==> src/sv/sw_med_pkg.sv <==
// Shared widths, defaults and link type for the sliding window median block.
package sw_med_pkg;

    localparam int SAMPLE_W   = 16;  // sample and median width
    localparam int HELD_W     = 5;   // samples_held field width
    localparam int WINDOW_DEF = 16;  // default window depth

    // Link handed from a cell to its right neighbor.
    typedef struct packed {
        logic del_seen;  // the removed entry sits at or left of this cell
        logic gt;        // compacted entry here is greater than the new sample (or empty)
    } t_link;

endpackage

==> src/sv/sw_med_if.sv <==
// Request channel interfaces: sample input and median result output.
interface sw_in_if import sw_med_pkg::*; ();
    logic                       valid;
    logic                       ready;
    logic signed [SAMPLE_W-1:0] sample;

    modport source (output valid, output sample, input ready);
    modport sink   (input valid, input sample, output ready);
endinterface

interface sw_out_if import sw_med_pkg::*; ();
    logic                       valid;
    logic                       ready;
    logic signed [SAMPLE_W-1:0] median;
    logic        [HELD_W-1:0]   samples_held;

    modport source (output valid, output median, output samples_held, input ready);
    modport sink   (input valid, input median, input samples_held, output ready);
endinterface

==> src/sv/sw_med_cell.sv <==
// One cell of the sorted window: holds a sample, its slot tag and a valid bit.
module sw_med_cell import sw_med_pkg::*; #(
    parameter int SLOT_W = 4
) (
    input  logic                i_clk,
    input  logic                i_rst_n,
    input  logic                i_load,
    input  logic [SAMPLE_W-1:0] i_sample,
    input  logic [SLOT_W-1:0]   i_wslot,
    input  logic                i_full,
    // right neighbor, raw contents
    input  logic [SAMPLE_W-1:0] i_nxt_value,
    input  logic [SLOT_W-1:0]   i_nxt_slot,
    input  logic                i_nxt_valid,
    input  logic                i_nxt_gt,
    // left neighbor, compacted contents
    input  logic [SAMPLE_W-1:0] i_prv_value,
    input  logic [SLOT_W-1:0]   i_prv_slot,
    input  logic                i_prv_valid,
    input  t_link               i_prv_link,
    // raw contents to the left neighbor
    output logic [SAMPLE_W-1:0] o_value,
    output logic [SLOT_W-1:0]   o_slot,
    output logic                o_valid,
    output logic                o_gt,
    // compacted contents to the right neighbor
    output logic [SAMPLE_W-1:0] o_cc_value,
    output logic [SLOT_W-1:0]   o_cc_slot,
    output logic                o_cc_valid,
    output t_link               o_link
);

    logic [SAMPLE_W-1:0] r_value, n_value;
    logic [SLOT_W-1:0]   r_slot, n_slot;
    logic                r_valid, n_valid;
    logic                del;

    assign del     = i_full && r_valid && (r_slot == i_wslot);
    assign o_gt    = !r_valid || ($signed(r_value) > $signed(i_sample));
    assign o_value = r_value;
    assign o_slot  = r_slot;
    assign o_valid = r_valid;

    // Close the gap left by the removed entry.
    always_comb begin
        o_link.del_seen = i_prv_link.del_seen || del;
        if (o_link.del_seen) begin
            o_cc_value = i_nxt_value;
            o_cc_slot  = i_nxt_slot;
            o_cc_valid = i_nxt_valid;
            o_link.gt  = i_nxt_gt;
        end else begin
            o_cc_value = r_value;
            o_cc_slot  = r_slot;
            o_cc_valid = r_valid;
            o_link.gt  = o_gt;
        end
    end

    // Open a hole for the new sample where the greater entries begin.
    always_comb begin
        if (i_prv_link.gt) begin
            n_value = i_prv_value;
            n_slot  = i_prv_slot;
            n_valid = i_prv_valid;
        end else if (o_link.gt) begin
            n_value = i_sample;
            n_slot  = i_wslot;
            n_valid = 1'b1;
        end else begin
            n_value = o_cc_value;
            n_slot  = o_cc_slot;
            n_valid = o_cc_valid;
        end
    end

    always_ff @(posedge i_clk) begin
        if (!i_rst_n) begin
            r_valid <= 1'b0;
        end else if (i_load) begin
            r_valid <= n_valid;
        end
    end

    always_ff @(posedge i_clk) begin
        if (i_load) begin
            r_value <= n_value;
            r_slot  <= n_slot;
        end
    end

endmodule

==> src/sv/sliding_window_median_unit.sv <==
// Top level of the sliding window median: sorted cell row, median readout, output register.
//
// Running median over the last WINDOW signed 16-bit samples.
// Channels: i_in carries one sample per request; o_out returns one result per
// sample: the median of the held samples (mean of the two middles, truncated
// toward zero, when the count is even) and the number held, which saturates
// at WINDOW. Both use valid/ready; a request moves when both are high.
// The sorted row updates in the accept cycle; the two middle entries are then
// read in ST_LO and ST_HI through a single read port over the row, one per
// cycle, and the second read feeds the adder, whose result is registered for
// o_out. A new sample is taken only in the idle state, after that readout.
// Reset empties the window (all cells invalid), clears the write slot and
// count, and drops any pending result. When the receiver stalls, the result
// waits in the output register while the next sample is taken and sorted;
// that sample's readout then waits until the register frees.
module sliding_window_median_unit import sw_med_pkg::*; #(
    parameter int WINDOW = WINDOW_DEF
) (
    input  logic     i_clk,
    input  logic     i_rst_n,
    sw_in_if.sink    i_in,
    sw_out_if.source o_out
);

    localparam int SLOT_W  = (WINDOW > 1) ? $clog2(WINDOW) : 1;
    localparam int COUNT_W = $clog2(WINDOW + 1);

    localparam logic [1:0] ST_IDLE = 2'd0;  // waiting for a sample
    localparam logic [1:0] ST_LO   = 2'd1;  // reading lower middle
    localparam logic [1:0] ST_HI   = 2'd2;  // reading upper middle, result out

    logic [1:0]         r_state, n_state;
    logic [SLOT_W-1:0]  r_wslot;
    logic [COUNT_W-1:0] r_count;
    logic               accept;
    logic               full;

    logic [SAMPLE_W-1:0] r_lo;
    logic                r_out_valid;
    logic signed [SAMPLE_W-1:0] r_median;
    logic [HELD_W-1:0]   r_held;

    // Cell row wiring; index WINDOW is the empty boundary past the last cell.
    logic [SAMPLE_W-1:0] raw_value [WINDOW+1];
    logic [SLOT_W-1:0]   raw_slot  [WINDOW+1];
    logic                raw_valid [WINDOW+1];
    logic                raw_gt    [WINDOW+1];
    logic [SAMPLE_W-1:0] cc_value  [WINDOW+1];
    logic [SLOT_W-1:0]   cc_slot   [WINDOW+1];
    logic                cc_valid  [WINDOW+1];
    t_link               link      [WINDOW+1];
    logic [WINDOW-1:0]   valid_vec;

    assign accept = i_in.valid && i_in.ready;
    assign full   = (r_count == COUNT_W'(WINDOW));

    // Left boundary: nothing removed, nothing greater.
    assign cc_value[0]  = '0;
    assign cc_slot[0]   = '0;
    assign cc_valid[0]  = 1'b0;
    assign link[0]      = '0;
    // Right boundary: empty cell, reads as greater than anything.
    assign raw_value[WINDOW] = '0;
    assign raw_slot[WINDOW]  = '0;
    assign raw_valid[WINDOW] = 1'b0;
    assign raw_gt[WINDOW]    = 1'b1;

    for (genvar g = 0; g < WINDOW; g++) begin : g_cell
        sw_med_cell #(.SLOT_W(SLOT_W)) u_cell (
            .i_clk       (i_clk),
            .i_rst_n     (i_rst_n),
            .i_load      (accept),
            .i_sample    (i_in.sample),
            .i_wslot     (r_wslot),
            .i_full      (full),
            .i_nxt_value (raw_value[g+1]),
            .i_nxt_slot  (raw_slot[g+1]),
            .i_nxt_valid (raw_valid[g+1]),
            .i_nxt_gt    (raw_gt[g+1]),
            .i_prv_value (cc_value[g]),
            .i_prv_slot  (cc_slot[g]),
            .i_prv_valid (cc_valid[g]),
            .i_prv_link  (link[g]),
            .o_value     (raw_value[g]),
            .o_slot      (raw_slot[g]),
            .o_valid     (raw_valid[g]),
            .o_gt        (raw_gt[g]),
            .o_cc_value  (cc_value[g+1]),
            .o_cc_slot   (cc_slot[g+1]),
            .o_cc_valid  (cc_valid[g+1]),
            .o_link      (link[g+1])
        );
        assign valid_vec[g] = raw_valid[g];
    end

    // Write slot and fill count
    always_ff @(posedge i_clk) begin
        if (!i_rst_n) begin
            r_wslot <= '0;
            r_count <= '0;
        end else if (accept) begin
            r_wslot <= (r_wslot == SLOT_W'(WINDOW - 1)) ? '0 : r_wslot + 1'b1;
            if (!full) begin
                r_count <= r_count + 1'b1;
            end
        end
    end

    // Middle readout: lower middle at (n-1)/2, upper at n/2 (same for odd n).
    logic [COUNT_W-1:0]  cnt_m1;
    logic [COUNT_W-1:0]  rd_idx;
    logic [SAMPLE_W-1:0] rd_value;
    logic                out_free;

    assign cnt_m1   = r_count - 1'b1;
    assign rd_idx   = (r_state == ST_LO) ? (cnt_m1 >> 1) : (r_count >> 1);
    assign rd_value = raw_value[rd_idx];
    assign out_free = !r_out_valid || o_out.ready;

    // Sum of the middles, halved toward zero.
    logic signed [SAMPLE_W:0] mid_sum, mid_adj;
    assign mid_sum = $signed({r_lo[SAMPLE_W-1], r_lo}) +
                     $signed({rd_value[SAMPLE_W-1], rd_value});
    assign mid_adj = mid_sum + $signed({{SAMPLE_W{1'b0}}, mid_sum[SAMPLE_W]});

    always_comb begin
        n_state = r_state;
        case (r_state)
            ST_IDLE: begin
                if (accept) begin
                    n_state = ST_LO;
                end
            end
            ST_LO: begin
                n_state = ST_HI;
            end
            ST_HI: begin
                if (out_free) begin
                    n_state = ST_IDLE;
                end
            end
            default: begin
                n_state = ST_IDLE;
            end
        endcase
    end

    always_ff @(posedge i_clk) begin
        if (!i_rst_n) begin
            r_state     <= ST_IDLE;
            r_out_valid <= 1'b0;
        end else begin
            r_state <= n_state;
            if (r_state == ST_HI && out_free) begin
                r_out_valid <= 1'b1;
            end else if (o_out.ready) begin
                r_out_valid <= 1'b0;
            end
        end
    end

    logic [31:0] held_wide;
    assign held_wide = 32'(r_count);

    always_ff @(posedge i_clk) begin
        if (r_state == ST_LO) begin
            r_lo <= rd_value;
        end
        if (r_state == ST_HI && out_free) begin
            r_median <= mid_adj[SAMPLE_W:1];
            r_held   <= held_wide[HELD_W-1:0];
        end
    end

    assign i_in.ready         = (r_state == ST_IDLE);
    assign o_out.valid        = r_out_valid;
    assign o_out.median       = r_median;
    assign o_out.samples_held = r_held;

    // Checks
    a_accept_starts_read: assert property (@(posedge i_clk) disable iff (!i_rst_n)
        accept |=> (r_state == ST_LO))
        else $error("sample accepted but readout did not start");

    a_cells_match_count: assert property (@(posedge i_clk) disable iff (!i_rst_n)
        (r_state == ST_LO) |-> ($countones(valid_vec) == 32'(r_count)))
        else $error("valid cells disagree with fill count");

    a_read_nonempty: assert property (@(posedge i_clk) disable iff (!i_rst_n)
        (r_state == ST_LO || r_state == ST_HI) |-> (r_count != '0))
        else $error("median readout with an empty window");

    a_count_bound: assert property (@(posedge i_clk) disable iff (!i_rst_n)
        32'(r_count) <= WINDOW)
        else $error("fill count beyond window depth");

endmodule

==> src/flat_wrapper.sv <==
// flat-port wrapper written by rule: the top's interface ports become plain ports
module sliding_window_median_unit_flat import sw_med_pkg::*;
#(
    parameter int WINDOW = WINDOW_DEF
)
  (i_clk, i_rst_n, i_in_valid, i_in_sample, i_in_ready, o_out_valid, o_out_median, o_out_samples_held, o_out_ready);
  sw_in_if i_in_i ();
  sw_out_if o_out_i ();
  input  logic i_clk;
  input  logic i_rst_n;
  input wire logic [$bits(i_in_i.valid)-1:0] i_in_valid;
  input wire logic [$bits(i_in_i.sample)-1:0] i_in_sample;
  output wire logic [$bits(i_in_i.ready)-1:0] i_in_ready;
  output wire logic [$bits(o_out_i.valid)-1:0] o_out_valid;
  output wire logic [$bits(o_out_i.median)-1:0] o_out_median;
  output wire logic [$bits(o_out_i.samples_held)-1:0] o_out_samples_held;
  input wire logic [$bits(o_out_i.ready)-1:0] o_out_ready;
  assign i_in_i.valid = i_in_valid;
  assign i_in_i.sample = i_in_sample;
  assign i_in_ready = i_in_i.ready;
  assign o_out_valid = o_out_i.valid;
  assign o_out_median = o_out_i.median;
  assign o_out_samples_held = o_out_i.samples_held;
  assign o_out_i.ready = o_out_ready;
  sliding_window_median_unit #(.WINDOW(WINDOW)) u_core (.i_clk(i_clk), .i_rst_n(i_rst_n), .i_in(i_in_i), .o_out(o_out_i));
endmodule
==> config.mk <==
export PLATFORM = sky130hd
export DESIGN_NAME = sliding_window_median_unit_flat
export DESIGN_NICKNAME = d
export VERILOG_FILES = /design/src/sv/sw_med_pkg.sv /design/src/sv/sw_med_if.sv /design/src/sv/sw_med_cell.sv /design/src/sv/sliding_window_median_unit.sv /design/src/flat_wrapper.sv
export SDC_FILE = /design/constraint.sdc
export NUM_CORES = 2
export LEC_CHECK = 0
export ABC_AREA = 1
export BUFFER_PORTS_ARGS = -buffer_cell sky130_fd_sc_hd__clkbuf_2
export CORE_ASPECT_RATIO = 0.6
export CORE_MARGIN = 2
export CORE_UTILIZATION = 53
export DETAILED_ROUTE_END_ITERATION = 6
export MAX_ROUTING_LAYER = met4
export PLACE_DENSITY = 0.67
export SYNTH_ARGS = -nofsm -noshare
export SYNTH_HDL_FRONTEND = slang
export SYNTH_HIERARCHICAL = 1
export SYNTH_SLANG_ARGS = --single-unit
export TNS_END_PERCENT = 20
==> constraint.sdc <==
create_clock -name i_clk -period 24.2 [get_ports i_clk]
set_input_delay 2.42 -clock i_clk [delete_from_list [all_inputs] [get_ports i_clk]]
set_output_delay 2.42 -clock i_clk [all_outputs]
set_load 0.01 [all_outputs]
* Word-level counts from Yosys, hierarchy flattened *
Cells that the tools add are included.

cells by class
  add/sub/neg operators = 5
  magnitude comparators = 17
  eq/ne operators = 22
  mux-type cells = 167
  bitwise gates (word level) = 2
  reduce and logical (&&, ||, !) cells = 89

operators with widths
  operator             number
  $mux 16              49
  $gt 16x16->1         16
  $mux 4               49
  $bmux 16 s5          1
  $mux 1               65
  $eq 4x4->1           16
  $logic_and 1x1->1    34
  $logic_or 1x1->1     32
  $add 16x16->17       1
  $add 17x2->17        1
  $logic_not 1->1      17
  $ge 6x6->1 const B   1
  $not 5->6            1
  $pmux 2 s3           1
  $reduce_and 2->1     3
  $add 5x1->5 const B  1
  $eq 5x5->1 const B   1
  $sub 5x1->5 const B  1
  $add 4x1->4 const B  1
  $eq 4x4->1 const B   1
  $mux 2               2
  $reduce_bool 3->1    1
  $eq 2x1->1 const B   1
  $eq 2x2->1 const B   1
  other kinds (5)      5

storage, ports and cells
  register bits = 385
  input port bits = 20
  word-level logic and storage cells = 357

* Logic depth before layout (Yosys ltp) *
  word-level depth = 21
  mapped depth = 61

* Cells and area by module *
The synthesis kept the hierarchy.

modules (own cells, without submodules)
  module                                      times used  cells each  area each (um^2)  sequential area each (um^2)
  sw_med_cell (u_core.g_cell[15].u_cell ...)  10          303         2098.3            620.6
  sw_med_cell (u_core.g_cell[0].u_cell ...)   6           304         1999.4            620.6
  sliding_window_median_unit                  1           1007        5781.8            1351.3

* Worst setup path before layout *
OpenSTA, ideal clock, no wires.

  path type = input-to-reg
  start point = input port i_in_valid
  end point = register u_core.g_cell[15].u_cell.r_valid
  arrival time = 9763 ps
  setup slack = 14371 ps
  stages on the path = 6
  buffers on the path = 0
  path through = nand2_1 inv_1 inv_1 nor2_1 nand2_1 a21oi_2

on the way
  cells in the longest elaborated chain, start to end = 2

RTL lines
  item                        line                              text
  from (decl)                 flat_wrapper.sv:11                input wire logic [$bits(i_in_i.valid)-1:0] i_in_valid;
  $logic_and 1x1->1           sliding_window_median_unit.sv:54  assign accept = i_in.valid && i_in.ready;
  named net u_core.accept     sliding_window_median_unit.sv:35  logic accept;
  $reduce_and 2->1 (no line)  n/a
  to (signal assigned)        sw_med_cell.sv:81                 r_valid <= n_valid;
  to (decl)                   sw_med_cell.sv:35                 logic r_valid, n_valid;

The timed path passes the listed nets, and every way through them passes these cells.
A chain may end at the register's enable or synchronous reset.

==> run summary <==
status - finished, final reports clean
post-cts gate resize count - 0
total CTS buffers - 45
CP max stage cell - inv_1
Int Power - 1470 µW
sequential share of power - 0.371
num ports - 43
Synth Cell Area - 38700 µm²
Worst Setup Path Type - reg2reg
Longest Clk Path Bufs - 3
number of setup buffers added after CTS - 0
Final Routed Wirelength - 150 mm
crit path max fanout - 39
multi-input logic area - 22700 µm²
hpwl dp - 107 mm
clock skew - 0.0293 ns
sw power - 918 µW
hold_ws - 0.496 ns
Synth Warn # - 6
final setup violation count - 0
Via density - 5.77
synthesized area per cell - 6.62 µm²
via count - 39100
CTS H-Tree Depth - 2
Synth Instances - 5839
Synth-to-Final Area Change - 5.34%
switching share of power - 0.384
Worst setup startpoint - u_core/r_count[1]
vias in the first global route - 33900
initial drt markers - 5987
worst-margin pin slew - 1.16 ns
Fill cells - 7200
Max Cap Violations - 0
startpoint types - flip-flop
largest net degree at the start of global routing - 77
Slew Limit Headroom - 0.221
Clk Latency, worst-skew pair - 0.63 ns
root buf cell - clkbuf_16
Max Clk Rate - 87.1 MHz
Tmin final - 11.48 ns
chip height - 213 µm
# DRC - 0
ratio of cells with drive above 1 in the final layout - 0.132
CP dominant cell by count - inv_1
I/O Buffers - 42
setup TNS - 0 ns
hold_sp - u_core/r_count[4]
die extent in x - 353 µm
Worst-path clk slew - 0.07 ns
# rows - 76
1st-pass router iterations - 6
antenna-violating nets left - 0
period utilisation layout - 0.475
max incr delay on CP - 0.73 ns
clock share of power - 0.319
final cell count without fillers - 6789
Comb pwr share - 0.310
GP Congestion - 1.04
RR Startpoint - u_core/r_count[1]
CP Data Required Time - 24.68 ns
GRT overflow - 0
CP Capture Type - flip-flop
crit path DAT - 11.96 ns
core footprint - 72000 µm²
initial core utilization - 0.537
RSZ-0062 raised after global routing - no
pwr dens - 58.6 nW/µm²
die area - 75200 µm²
worst hold path type - reg2reg
CTS sink count - 385
Leak - 0.0192 µW
first-pass GRT wire length - 221 mm
net count reported at finish - 6069
CTS tree - built
Cells after DPL - 6701
register area - 11300 µm²
max-slew violations - 0
gr usage total - 0.402
initial antenna violation count - 6
Peak supply drop - 49.8 µV
WL/cell - 22.1 µm
Hold Violations, Final - 0
cts hold-fix bufs - 0
final timing paths:
path / to / slack (ns) / depth (start not counted)
min reg2reg: u_core/o_out.samples_held[4] / 0.50 / 0
max reg2reg: u_core/g_cell[15].u_cell/o_value[3] / 12.72 / 44
max: u_core/g_cell[15].u_cell/o_value[3] / 12.72 / 44
min: u_core/o_out.samples_held[4] / 0.50 / 0
layout make-up:
cell class	count	area share
repair buffers	83	0.0127
inverters	905	0.0836
clock buffers	59	0.0307
well taps	975	0.0299
diodes	5	0.000307
clock inverters	24	0.00749
flip-flops and latches	385	0.277
multi-input cells	4353	0.558
layer usage:
metal	vias to the layer above	share of wire	GRT usage
li1	18400	-	-
met1	17900	0.45	0.625
met2	2679	0.34	0.464
met3	212	0.18	0.153
met4	0	0.023	0.0859
met5	-	0	-
placed cells by master (no fill, tap or decap), types with 41 or more instances in the layout:
| cell | count |
|---|---|
| o21ai_2 | 80 |
| inv_1 | 875 |
| nand2_1 | 1609 |
| edfxtp_1 | 357 |
| ha_1 | 275 |
| conb_1 | 48 |
| buf_4 | 41 |
| o21ai_0 | 438 |
| clkbuf_16 | 47 |
| clkbuf_2 | 42 |
| nand2_2 | 121 |
| or2_2 | 310 |
| o21ai_1 | 139 |
| nor2_1 | 538 |
| nand3_1 | 434 |
| a21oi_1 | 130 |
power by group through the flow:
stage | registers (µW) | clock network [µW] | logic [µW]
after global routing | 884 | 787 | 815
after CTS | 876 | 767 | 711
after floorplan | 859 | 0 | 500
after global placement | 890 | 0 | 696
final | 886 | 762 | 739
after detailed placement | 890 | 0 | 706
critical path: cells and delay by family (launching register included):
kind / cells / cell delay, ns
AO/OA/AOI/OAI: 2 / 0.29
adder cells (fa/ha/maj): 1 / 0.21
buffers and inverters: 20 / 3.55
flip-flops: 1 / 0.35
AND/OR/NAND/NOR: 21 / 6.83
state kept, by name (all words and copies together) (netlist names):
signal and cells:
u_core/g_cell.u_cell/o_slot 64, u_core/g_cell.u_cell/o_valid 16, u_core/g_cell.u_cell/o_value 256, u_core/o_out.median 16
u_core/o_out.samples_held 5, u_core/o_out.valid 1, u_core/r_count 5, u_core/r_lo 16
u_core/r_state 2, u_core/r_wslot 4
stage by stage:
step	worst slack, ns	power [µW]	cell area (µm²)	util
5_1_grt	11.91	2490	40700	0.566
3_3_place_gp	13.50	1590	39200	0.544
3_5_place_dp	13.19	1600	39200	0.544
2_1_floorplan	14.37	1360	38900	-
6_report	12.72	2390	40700	0.566
4_1_cts	13.13	2350	40700	0.566
No activity file was read; power rests on OpenSTA's default activity.
